<file path="config.mk">
export PLATFORM = sky130hd
export DESIGN_NAME = lidar_packet_point_extractor_unit
export DESIGN_NICKNAME = d
export VERILOG_FILES = /design/src/rtl/lppe_pkg.sv /design/src/rtl/lppe_pkt_store.sv /design/src/rtl/lppe_parser.sv /design/src/rtl/lppe_point_gen.sv /design/src/rtl/lidar_packet_point_extractor_unit.sv
export VERILOG_INCLUDE_DIRS = /design/src /design/src/rtl
export SDC_FILE = /design/constraint.sdc
export NUM_CORES = 1
export LEC_CHECK = 0
export BUFFER_PORTS_ARGS = -buffer_cell sky130_fd_sc_hd__buf_2
export CELL_PAD_IN_SITES_DETAIL_PLACEMENT = 0
export CELL_PAD_IN_SITES_GLOBAL_PLACEMENT = 2
export CORE_MARGIN = 2
export CORE_UTILIZATION = 50
export CTS_CLUSTER_DIAMETER = 50
export DETAILED_ROUTE_END_ITERATION = 7
export PLACE_DENSITY = 0.86
export SKIP_CTS_REPAIR_TIMING = 1
export SYNTH_ARGS = -nofsm -noshare
export SYNTH_HDL_FRONTEND = slang
export SYNTH_SLANG_ARGS = --single-unit
</file>
<file path="constraint.sdc">
create_clock -name clk -period 11.4 [get_ports clk]
set_clock_uncertainty 0.1 [all_clocks]
set_input_delay 2.28 -clock clk [delete_from_list [all_inputs] [get_ports clk]]
set_output_delay 2.28 -clock clk [all_outputs]
set_load 0.05 [all_outputs]
</file>
<file path="src/rtl/assert_macros.svh">
`ifndef ASSERT_MACROS_SVH
`define ASSERT_MACROS_SVH

// Check a condition at every clock edge outside reset.
`define LPPE_ASSERT(lbl, cond, msg) \
  lbl: assert property (@(posedge clk) disable iff (rst) (cond)) else $error(msg);

// Check that a condition in one cycle implies another in the next cycle.
`define LPPE_ASSERT_NEXT(lbl, ante, cons, msg) \
  lbl: assert property (@(posedge clk) disable iff (rst) (ante) |=> (cons)) else $error(msg);

`endif

</file>
<file path="src/rtl/lppe_pkg.sv">
package lppe_pkg;

  localparam int PKT_LEN     = 36;
  localparam int HDR_LEN     = 4;
  localparam int ADDR_W      = $clog2(PKT_LEN);
  localparam int CNT_W       = 6;
  localparam int START_OFF   = 6;
  localparam int END_OFF     = 32;
  localparam int RD_FIRST    = 8;
  localparam int PT_STRIDE   = 3;
  localparam int NUM_PTS     = 8;
  localparam int K_W         = $clog2(NUM_PTS);
  localparam int ANG_FULL    = 360;
  localparam int RAW_ZERO    = 40960;
  localparam int RAW_MIN     = 40897;
  localparam int RAW_LIMIT   = 64000;
  localparam int RECIP7      = 4681;
  localparam int RECIP_SHIFT = 15;

  localparam logic [7:0] SYNC_SEQ [HDR_LEN] = '{8'h55, 8'hAA, 8'h03, 8'h08};

  typedef enum logic [1:0] {
    PH_WAIT = 2'd0,
    PH_HDR  = 2'd1,
    PH_BODY = 2'd2
  } phase_t;

  typedef struct packed {
    logic              en;
    logic [ADDR_W-1:0] addr;
    logic [7:0]        data;
  } wr_t;

  typedef struct packed {
    logic       ok;
    logic [8:0] deg;
  } ang_t;

  typedef struct packed {
    logic       valid;
    logic [8:0] start_deg;
    logic [9:0] delta;
  } sweep_t;

  function automatic ang_t angle_from_raw(input logic [15:0] raw);
    ang_t       a;
    logic [15:0] diff;
    diff  = raw - 16'(RAW_ZERO);
    a.ok  = (raw >= 16'(RAW_MIN)) && (raw < 16'(RAW_LIMIT));
    a.deg = (raw >= 16'(RAW_ZERO)) ? diff[14:6] : 9'd0;
    return a;
  endfunction

endpackage

</file>
<file path="src/rtl/lppe_pkt_store.sv">
module lppe_pkt_store
  import lppe_pkg::*;
(
  input  logic              clk,
  input  wr_t               wr,
  input  logic              rd_en,
  input  logic [ADDR_W-1:0] rd_addr_lo,
  input  logic [ADDR_W-1:0] rd_addr_hi,
  output logic [7:0]        rd_lo,
  output logic [7:0]        rd_hi
);

  logic [7:0] mem [PKT_LEN];

  always_ff @(posedge clk) begin
    if (wr.en) begin
      mem[wr.addr] <= wr.data;
    end
  end

  always_ff @(posedge clk) begin
    if (rd_en) begin
      rd_lo <= mem[rd_addr_lo];
      rd_hi <= mem[rd_addr_hi];
    end
  end

endmodule

</file>
<file path="src/rtl/lppe_parser.sv">
`include "assert_macros.svh"

module lppe_parser
  import lppe_pkg::*;
(
  input  logic       clk,
  input  logic       rst,
  input  logic       byte_valid,
  output logic       byte_stall,
  input  logic [7:0] rx_byte,
  input  logic       busy,
  output wr_t        wr,
  output sweep_t     sweep
);

  phase_t           phase, phase_next;
  logic [CNT_W-1:0] count, count_next;
  logic [7:0]       lo;
  ang_t             a0, a1;
  logic             acc;

  assign byte_stall = busy && (phase == PH_BODY) && (count >= CNT_W'(RD_FIRST));
  assign acc        = byte_valid && !byte_stall;

  always_ff @(posedge clk) begin
    if (rst) begin
      phase <= PH_WAIT;
      count <= '0;
    end else begin
      phase <= phase_next;
      count <= count_next;
    end
  end

  always_ff @(posedge clk) begin
    if (acc && (phase == PH_BODY)) begin
      case (count)
        CNT_W'(START_OFF), CNT_W'(END_OFF): lo <= rx_byte;
        CNT_W'(START_OFF + 1):              a0 <= angle_from_raw({rx_byte, lo});
        CNT_W'(END_OFF + 1):                a1 <= angle_from_raw({rx_byte, lo});
        default: ;
      endcase
    end
  end

  always_comb begin
    phase_next      = phase;
    count_next      = count;
    wr.en           = 1'b0;
    wr.addr         = count[ADDR_W-1:0];
    wr.data         = rx_byte;
    sweep.valid     = 1'b0;
    sweep.start_deg = a0.deg;
    sweep.delta     = (a1.deg >= a0.deg) ? ({1'b0, a1.deg} - {1'b0, a0.deg})
                                         : ({1'b0, a1.deg} + 10'(ANG_FULL) - {1'b0, a0.deg});
    unique case (phase)
      PH_HDR: begin
        if (acc) begin
          if (rx_byte == SYNC_SEQ[count[1:0]]) begin
            wr.en      = 1'b1;
            count_next = count + CNT_W'(1);
            if (count == CNT_W'(HDR_LEN - 1)) begin
              phase_next = PH_BODY;
            end
          end else begin
            count_next = '0;
            phase_next = PH_WAIT;
          end
        end
      end
      PH_BODY: begin
        if (acc) begin
          wr.en = 1'b1;
          if (count == CNT_W'(PKT_LEN - 1)) begin
            sweep.valid = a0.ok && a1.ok;
            count_next  = '0;
            phase_next  = PH_WAIT;
          end else begin
            count_next = count + CNT_W'(1);
          end
        end
      end
      default: begin
        if (acc) begin
          if (rx_byte == SYNC_SEQ[0]) begin
            wr.en      = 1'b1;
            wr.addr    = '0;
            count_next = CNT_W'(1);
            phase_next = PH_HDR;
          end else begin
            count_next = '0;
            phase_next = PH_WAIT;
          end
        end
      end
    endcase
  end

  `LPPE_ASSERT(a_wr_below_reads, !(busy && wr.en) || (wr.addr < ADDR_W'(RD_FIRST)), "write hits unread point data")
  `LPPE_ASSERT(a_sweep_on_last, !sweep.valid || (wr.en && (wr.addr == ADDR_W'(PKT_LEN - 1))), "sweep without completing byte")

endmodule

</file>
<file path="src/rtl/lppe_point_gen.sv">
`include "assert_macros.svh"

module lppe_point_gen
  import lppe_pkg::*;
(
  input  logic              clk,
  input  logic              rst,
  input  sweep_t            sweep,
  output logic              busy,
  output logic              rd_en,
  output logic [ADDR_W-1:0] rd_addr_lo,
  output logic [ADDR_W-1:0] rd_addr_hi,
  input  logic [7:0]        rd_lo,
  input  logic [7:0]        rd_hi,
  output logic              point_valid,
  input  logic              point_stall,
  output logic [8:0]        angle_deg,
  output logic [15:0]       range_raw,
  output logic              last_point
);

  logic [8:0]     base;
  logic [9:0]     delta;
  logic [12:0]    acc;
  logic [K_W-1:0] k;
  logic           s1_valid, s1_last;
  logic [8:0]     s1_angle;
  logic           out_free, issue;
  logic [25:0]    prod;
  logic [9:0]     q, sum;
  logic [8:0]     ang;

  assign out_free   = !point_valid || !point_stall;
  assign issue      = busy && (!s1_valid || out_free);
  assign rd_en      = issue;
  assign rd_addr_lo = ADDR_W'(RD_FIRST) + ADDR_W'({k, 1'b0}) + ADDR_W'(k);
  assign rd_addr_hi = rd_addr_lo + ADDR_W'(1);

  assign prod = (26'(acc) + 26'd1) * 26'(RECIP7);
  assign q    = prod[RECIP_SHIFT +: 10];
  assign sum  = {1'b0, base} + q;
  assign ang  = (sum >= 10'(ANG_FULL)) ? 9'(sum - 10'(ANG_FULL)) : sum[8:0];

  always_ff @(posedge clk) begin
    if (rst) begin
      busy        <= 1'b0;
      s1_valid    <= 1'b0;
      point_valid <= 1'b0;
    end else begin
      if (sweep.valid) begin
        busy <= 1'b1;
      end else if (issue && (k == K_W'(NUM_PTS - 1))) begin
        busy <= 1'b0;
      end
      if (issue) begin
        s1_valid <= 1'b1;
      end else if (out_free) begin
        s1_valid <= 1'b0;
      end
      if (out_free) begin
        point_valid <= s1_valid;
      end
    end
  end

  always_ff @(posedge clk) begin
    if (sweep.valid) begin
      base  <= sweep.start_deg;
      delta <= sweep.delta;
      acc   <= '0;
      k     <= '0;
    end else if (issue) begin
      acc <= acc + 13'(delta);
      k   <= k + K_W'(1);
    end
    if (issue) begin
      s1_angle <= ang;
      s1_last  <= (k == K_W'(NUM_PTS - 1));
    end
    if (out_free) begin
      angle_deg  <= s1_angle;
      range_raw  <= {rd_hi, rd_lo};
      last_point <= s1_last;
    end
  end

  `LPPE_ASSERT(a_no_sweep_busy, !(sweep.valid && busy), "new sweep while points pending")
  `LPPE_ASSERT(a_rd_in_range, !issue || (rd_addr_hi < ADDR_W'(PKT_LEN)), "point read out of range")
  `LPPE_ASSERT_NEXT(a_busy_ends, issue && (k == K_W'(NUM_PTS - 1)), !busy, "sweep did not end on last point")

endmodule

</file>
<file path="src/rtl/lidar_packet_point_extractor_unit.sv">
// Takes one byte per cycle; stalls bytes only when a new packet reaches byte 8
// while the previous packet's points are still being read from the store.
// The first point passes the sweep registers, the read stage and the output
// register; then one point per cycle while the receiver does not stall: 8 points per packet.
// Reset clears the header hunt, byte count and point sequencer; the packet
// store is not cleared, every entry is written before it is read.
module lidar_packet_point_extractor_unit
  import lppe_pkg::*;
(
  input  logic        clk,
  input  logic        rst,
  input  logic        byte_valid,
  output logic        byte_stall,
  input  logic [7:0]  rx_byte,
  output logic        point_valid,
  input  logic        point_stall,
  output logic [8:0]  angle_deg,
  output logic [15:0] range_raw,
  output logic        last_point
);

  wr_t               wr;
  sweep_t            sweep;
  logic              busy;
  logic              rd_en;
  logic [ADDR_W-1:0] rd_addr_lo, rd_addr_hi;
  logic [7:0]        rd_lo, rd_hi;

  lppe_parser u_parser (
    .clk        (clk),
    .rst        (rst),
    .byte_valid (byte_valid),
    .byte_stall (byte_stall),
    .rx_byte    (rx_byte),
    .busy       (busy),
    .wr         (wr),
    .sweep      (sweep)
  );

  lppe_pkt_store u_store (
    .clk        (clk),
    .wr         (wr),
    .rd_en      (rd_en),
    .rd_addr_lo (rd_addr_lo),
    .rd_addr_hi (rd_addr_hi),
    .rd_lo      (rd_lo),
    .rd_hi      (rd_hi)
  );

  lppe_point_gen u_point_gen (
    .clk         (clk),
    .rst         (rst),
    .sweep       (sweep),
    .busy        (busy),
    .rd_en       (rd_en),
    .rd_addr_lo  (rd_addr_lo),
    .rd_addr_hi  (rd_addr_hi),
    .rd_lo       (rd_lo),
    .rd_hi       (rd_hi),
    .point_valid (point_valid),
    .point_stall (point_stall),
    .angle_deg   (angle_deg),
    .range_raw   (range_raw),
    .last_point  (last_point)
  );

endmodule
</file>
==> impl_metrics.toml, run 1 <==
[clocking]
cts_tree = "built"
cts_buffers = 44
cts.sinks = 398
insertion_delay_ns = 0.57
htree_levels = 2
clockBufferDepth = 3
clkTransAtPathRegs_ns = 0.06
clockRootBuffer = "clkbuf_16"

[worst_setup_path]
start_kind = "flop"
cp_top_family = "adder cells"
path_class = "flop to flop"
path_buf_inv = 3
cp.arrival_ns = 7.47
r2r-start = "u_point_gen.acc[1]"
cp_data_required_time_ns = 11.61
crit_path_start = "u_point_gen.acc[1]"
worst_path_max_delay_cell = "fa_1"
crit_path_max_fanout = 7
end_kind = "flop"
max_stage_delay_ns = 0.55

[die]
ios = 40
dieWidth_um = 209.3
fp.coreArea_um2 = 41760
initial_core_util_pct = 50.44
die_area_um2 = 43790
die_h_um = 209.3
rows = 75

[layout]
area_growth_pct = 10.68
final_core_util_pct = 55.83
fill_cells = 3255
nNetsFinal = 1633
drive_gt1_share_pct = 19.35
diodes = 0

[timing]
max_slew.worst_pin.slew_ns = 1.126
min_period_ns = 7.267
hold_violations = 0
slew_headroom_pct = 24.63
holdWs_ns = 0.3135
rsz0062_at_grt = "no"
post-route-worst-setup-slack_ns = 4.133
max_freq_mhz = 137.6
setup_viol_count_final = 0
final_max_slew_viol_count = 0
final.setup.tns_ns = 0
timing.final.crit_share_pct = 63.75

[placement]
gp_congestion = 0.8262
hpwl_um = 32240
post-place-ws_ns = 4.142
io_buffers = 39

[global_route]
grtUsageTotal_pct = 21.97
antenna_found_initial = 0
grt_max_degree = 78
grt_overflow_total = 0
grt_pass1_vias = 12000
grt_pass1_wl_um = 72010

[detailed_routing]
ant_nets = 0
avgRoutedWirePerCell_um = 22.88
wl_met1_um = 22270
dr.pass1.iters = 5
drc_errors = 0
vias = 12240
dr.first_iter.drc_count = 968
wl_met2_um = 20520
drt-total-wl_um = 46980
top_layer = "met4"
wl_met3_um = 3294
vias_per_cell = 5.964

[power]
peakVddDrop_v = 0.00009631
finalPower_mw = 3.066
power_density_nw_per_um2 = 131.5
p_leak_nw = 8.753

[synth]
ys_seq_area_share_pct = 55.46
synth_edf_count = 371
synth_fp_nets = 1589
avgSynthCellArea_um2 = 14.67
postSynth.asyncResetShare_pct = 0
netlist_instances = 1436
ys_types = 69
yosys_warnings = 0
yosys_most_used_dff = "edfxtp_1"
syn_area_um2 = 21060
ys_ff_latch = 398

[worst_hold_path]
holdCritStartpoint = "u_store.rd_hi[3]"
worstHoldPathType = "flop to flop"

[run_status]
outcome = "finished clean"

[job]
maxCapViolCount = 0
layout make-up:
type                            count  area (um^2)  area share [%]
Clock buffer                       52         1174           5.034
Sequential cell                   398        11690           50.12
Clock inverter                     28        310.3           1.331
Tap cell                          539        674.4           2.893
Inverter                          111        416.7           1.787
Multi-Input combinational cell    871         8746           37.51
Timing Repair Buffer               54        307.8           1.320
cell usage in the layout (no fill, tap or decap), types with 31 or more instances in the layout:
cell type	netlist	layout
a21oi_1	63	63
mux2i_1	57	57
fa_1	32	31
edfxtp_1	371	371
xnor2_1	44	43
buf_2	23	39
mux4_2	117	117
ha_1	109	108
nand2_1	76	76
a211oi_1	34	34
inv_1	110	110
nor2_1	93	93
clkbuf_16	0	46
power by group:
group | internal [mW] | switching, mW
Clock | 0.857 | 0.586
Sequential | 1.59 | 0.000653
Combinational | 0.00558 | 0.0266
kinds of logic (layout without fill, tap and decap cells):
logic type               after synthesis  count (layout)  synth area share, %
flip-flops                           398             398                55.46
multiplexers                         195             195                16.34
XOR/XNOR                              66              66                3.012
buffers and inverters                167             245                3.202
AND/OR/NAND/NOR                      282             282                6.665
AO/OA/AOI/OAI                        187             187                5.809
adder cells (fa/ha/maj)              141             141                9.516
path summary, 6_finish.rpt:
path,to,cells past startpoint,slack (ns)
hold reg to reg,u_point_gen.range_raw[11],0,0.31
setup / recovery,u_point_gen.s1_angle[6],26,4.13
hold / removal,u_point_gen.range_raw[11],0,0.31
setup reg to reg,u_point_gen.s1_angle[6],26,4.13
cell usage after synthesis (all sizes together) (3+ instances only):
library cell | n | area share [%]
a211oi | 36 | 1.3
a21boi | 3 | 0.11
a21o | 10 | 0.36
a21oi | 64 | 1.6
a311oi | 11 | 0.46
a31oi | 5 | 0.18
and2 | 10 | 0.30
and4 | 4 | 0.17
buf | 37 | 0.89
clkbuf | 19 | 0.34
dfxtp | 27 | 2.6
edfxtp | 371 | 53
fa | 32 | 3.0
ha | 109 | 6.5
inv | 111 | 2.0
mux2 | 21 | 1.1
mux2i | 57 | 2.7
mux4 | 117 | 13
nand2 | 77 | 1.4
nand2b | 7 | 0.24
nand3 | 24 | 0.68
nand3b | 6 | 0.33
nand4 | 12 | 0.36
nor2 | 93 | 1.7
nor2b | 12 | 0.36
nor3 | 15 | 0.36
nor4 | 3 | 0.16
o21a | 4 | 0.14
o21ai | 30 | 0.71
o21bai | 8 | 0.29
o22ai | 3 | 0.089
or2 | 4 | 0.12
or3 | 6 | 0.18
xnor2 | 49 | 2.2
xor2 | 17 | 0.80
state kept, by name (all words and copies together) (netlist names), 6 cells and up:
name,cells
u_parser.a1,10
u_parser.count,6
u_parser.lo,8
u_parser.sweep,9
u_point_gen.acc,13
u_point_gen.angle_deg,9
u_point_gen.base,9
u_point_gen.delta,10
u_point_gen.range_raw,16
u_point_gen.s1_angle,9
u_store.mem,272
u_store.rd_hi,8
u_store.rd_lo,8
through the flow:
step                instances  instance area (um^2)
finish                   2053                 23310
global route             2053                 23310
CTS                      2053                 23310
detailed placement       1973                 21830
global placement         1973                 21830
floorplan                1436                 21060
metal layers:
layer	up-vias	GRT usage [%]
met3	64	3.741
met1	6173	34.17
li1	5583	-
met4	0	5.197
met5	-	0
met2	424	32.45
Power figures use the tool's default switching activity.
==> run 2, diff against run 1 <==
- ABC_AREA: unset -> 1
- CORE_UTILIZATION: 50 -> 42
- PLACE_DENSITY: 0.86 -> 0.82
- clock period: 11.4 -> 7.02 ns (I/O delays scaled with it)
==> run 2 against run 1 <==
Compared with the run above:
- cell area is 9.1% higher
- hold slack better by 0.0017 ns
- clock-buffer cell count is 4 higher
- maximum frequency is 12% higher
- critical path depth is 10 higher
- via count is 43% higher
- die area is 28% higher
- flip-flop and latch count is 16 higher
- sequential power is 69% higher
- area after synthesis is 8.3% higher
- non-clock buffer count is 12 higher
- largest cell class unchanged
==> impl_metrics.toml, run 2 <==
[clocking]
clockBufferDepth = 3
htree_levels = 2
cts_buffers = 51
insertion_delay_ns = 0.60
cts_tree = "built"
clkTransAtPathRegs_ns = 0.06
cts.sinks = 414
clockRootBuffer = "clkbuf_16"

[worst_setup_path]
worst_path_max_delay_cell = "fa_1"
start_kind = "flop"
crit_path_max_fanout = 7
max_stage_delay_ns = 0.53
end_kind = "flop"
path_class = "flop to flop"
r2r-start = "u_point_gen.acc[0]"
path_common_cell = "nand2_1"
cp.arrival_ns = 6.73
cp_data_required_time_ns = 7.25
crit_path_start = "u_point_gen.acc[0]"

[global_route]
grt_pass1_wl_um = 99080
grt_max_degree = 76
grt_overflow_total = 0
grt_pass1_vias = 16330
antenna_found_initial = 0
grtUsageTotal_pct = 23.17

[detailed_routing]
avgRoutedWirePerCell_um = 21.48
ant_nets = 0
drt-total-wl_um = 65890
dr.pass1.iters = 6
drc_errors = 0
dr.first_iter.drc_count = 1902
vias_per_cell = 5.718
vias = 17540

[layout]
largestRegisters = "u_store.mem: 288 flops, u_point_gen.range_raw: 16 flops, u_point_gen.acc: 13 flops"
most-common-layout-cells = "387 x edfxtp_1, 335 x nand2_1, 268 x inv_1, 208 x nor2_1, 184 x o21ai_0"
largest_register = "u_store.mem"
drive_gt1_share_pct = 8.474
largest_reg_flops = 288
diodes = 0
area_growth_pct = 11.52
fill_cells = 4971
nNetsFinal = 2483
layout_commonest_cell = "edfxtp_1"

[synth]
postSynth.asyncResetShare_pct = 0
avgSynthCellArea_um2 = 9.852
ys_types = 51
synth.top_cell.area_share_pct = 50.93
yosys_warnings = 0
ys_ff_latch = 414
synth_common_cells = "387 x edfxtp_1, 335 x nand2_1, 270 x inv_1"
yosysMostFrequentCell = "edfxtp_1"
ys_seq_area_share_pct = 53.30
yosys.area.top_type = "edfxtp_1"
yosys-top-cells-area = "edfxtp_1 51%, ha_1 6.0%, nand2_1 5.5%, inv_1 4.4%, o21ai_0 4.1%"
netlist_instances = 2316
synth_fp_nets = 2469
yosys_most_used_dff = "edfxtp_1"
synth_edf_count = 387
syn_area_um2 = 22820

[placement]
io_buffers = 39
hpwl_um = 44440
gp_congestion = 0.8681
post-place-ws_ns = 0.05716

[die]
ios = 40
die_area_um2 = 56210
initial_core_util_pct = 42.40
rows = 85
fp.coreArea_um2 = 53810
dieWidth_um = 237.1
die_h_um = 237.1

[timing]
hold_violations = 0
max_slew.worst_pin.slew_ns = 1.257
slew_headroom_pct = 15.47
setup_viol_count_final = 0
timing.final.crit_share_pct = 92.66
final_max_slew_viol_count = 0
final.setup.tns_ns = 0
post-route-worst-setup-slack_ns = 0.5153
min_period_ns = 6.505
max_freq_mhz = 153.7

[power]
peakVddDrop_v = 0.0001617
power_density_nw_per_um2 = 213.6
p_leak_nw = 9.926

[worst_hold_path]
worstHoldPathType = "flop to flop"
holdCritStartpoint = "u_store.rd_lo[1]"

[run_status]
outcome = "finished clean"

[job]
maxCapViolCount = 0
run 2: cell types whose count changed after synthesis, moves of 57 or more:
cell      before  now
nand2_1       76  335
inv_1        110  270
o21ai_0       29  185
nand3_1       21  149
nor2_1        93  211
mux4_2       117    0
o211ai_1       1  101
a22oi_1        1   70
a21oi_1       63  127
mux2i_1       57    0
run 2: cell type report:
| class | count | area, um^2 | area share [%] |
|---|---|---|---|
| flip-flops and latches | 414 | 12170 | 47.82 |
| well taps | 696 | 870.8 | 3.422 |
| clock inverters | 39 | 406.6 | 1.598 |
| repair buffers | 66 | 410.4 | 1.613 |
| clock buffers | 56 | 1295 | 5.089 |
| inverters | 279 | 1047 | 4.116 |
| multi-input cells | 1518 | 9248 | 36.34 |
run 2: path summary, 6_finish.rpt:
kind | end | slack [ns] | cells past startpoint
setup / recovery | u_point_gen.s1_angle[3] | 0.52 | 36
hold / removal | u_point_gen.range_raw[1] | 0.32 | 0
setup reg to reg | u_point_gen.s1_angle[3] | 0.52 | 36
hold reg to reg | u_point_gen.range_raw[1] | 0.32 | 0
run 2: routing by layer:
metal	wire length, um	vias up	GRT usage (%)
met5	0	-	0
li1	-	8226	-
met2	29020	648	34.97
met3	5226	92	4.733
met4	1299	0	5.737
met1	30350	8576	34.15
run 2: critical path, delay by kind of cell, from the launching register on:
kind / cells / cell delay (ns)
buffers and inverters: 6 / 0.48
XOR/XNOR: 2 / 0.38
AND/OR/NAND/NOR: 19 / 2.03
flip-flops: 1 / 0.39
adder cells (fa/ha/maj): 6 / 2.33
AO/OA/AOI/OAI: 3 / 0.51
run 2: per-stage QoR:
| stage | instances | total power [mW] | hold slack (ns) | area, um^2 | util (%) |
|---|---|---|---|---|---|
| 2_1_floorplan | 2316 | 2.768 | 0.3003 | 22820 | - |
| 3_3_place_gp | 2971 | 2.821 | 0.3060 | 23650 | 43.94 |
| 3_5_place_dp | 2971 | 2.822 | 0.3045 | 23650 | 43.94 |
| 4_1_cts | 3066 | 5.476 | 0.3174 | 25350 | 47.10 |
| 5_1_grt | 3068 | 5.571 | 0.3249 | 25450 | 47.28 |
| 6_report | 3068 | 5.434 | 0.3152 | 25450 | 47.28 |
run 2: logic make-up after synthesis:
kind of cell             Yosys count  synth area share [%]
AO/OA/AOI/OAI                    566                 15.07
flip-flops                       414                 53.30
AND/OR/NAND/NOR                  766                 14.31
buffers and inverters            384                 6.607
XOR/XNOR                          45                 1.925
adder cells (fa/ha/maj)          141                 8.784
run 2: power by group:
group	internal, mW	switching, mW	total (mW)
combinational	0.0139	0.0663	0.0802
clock	1.57	1.09	2.66
sequential	2.69	0.00142	2.69
total	4.28	1.16	5.43
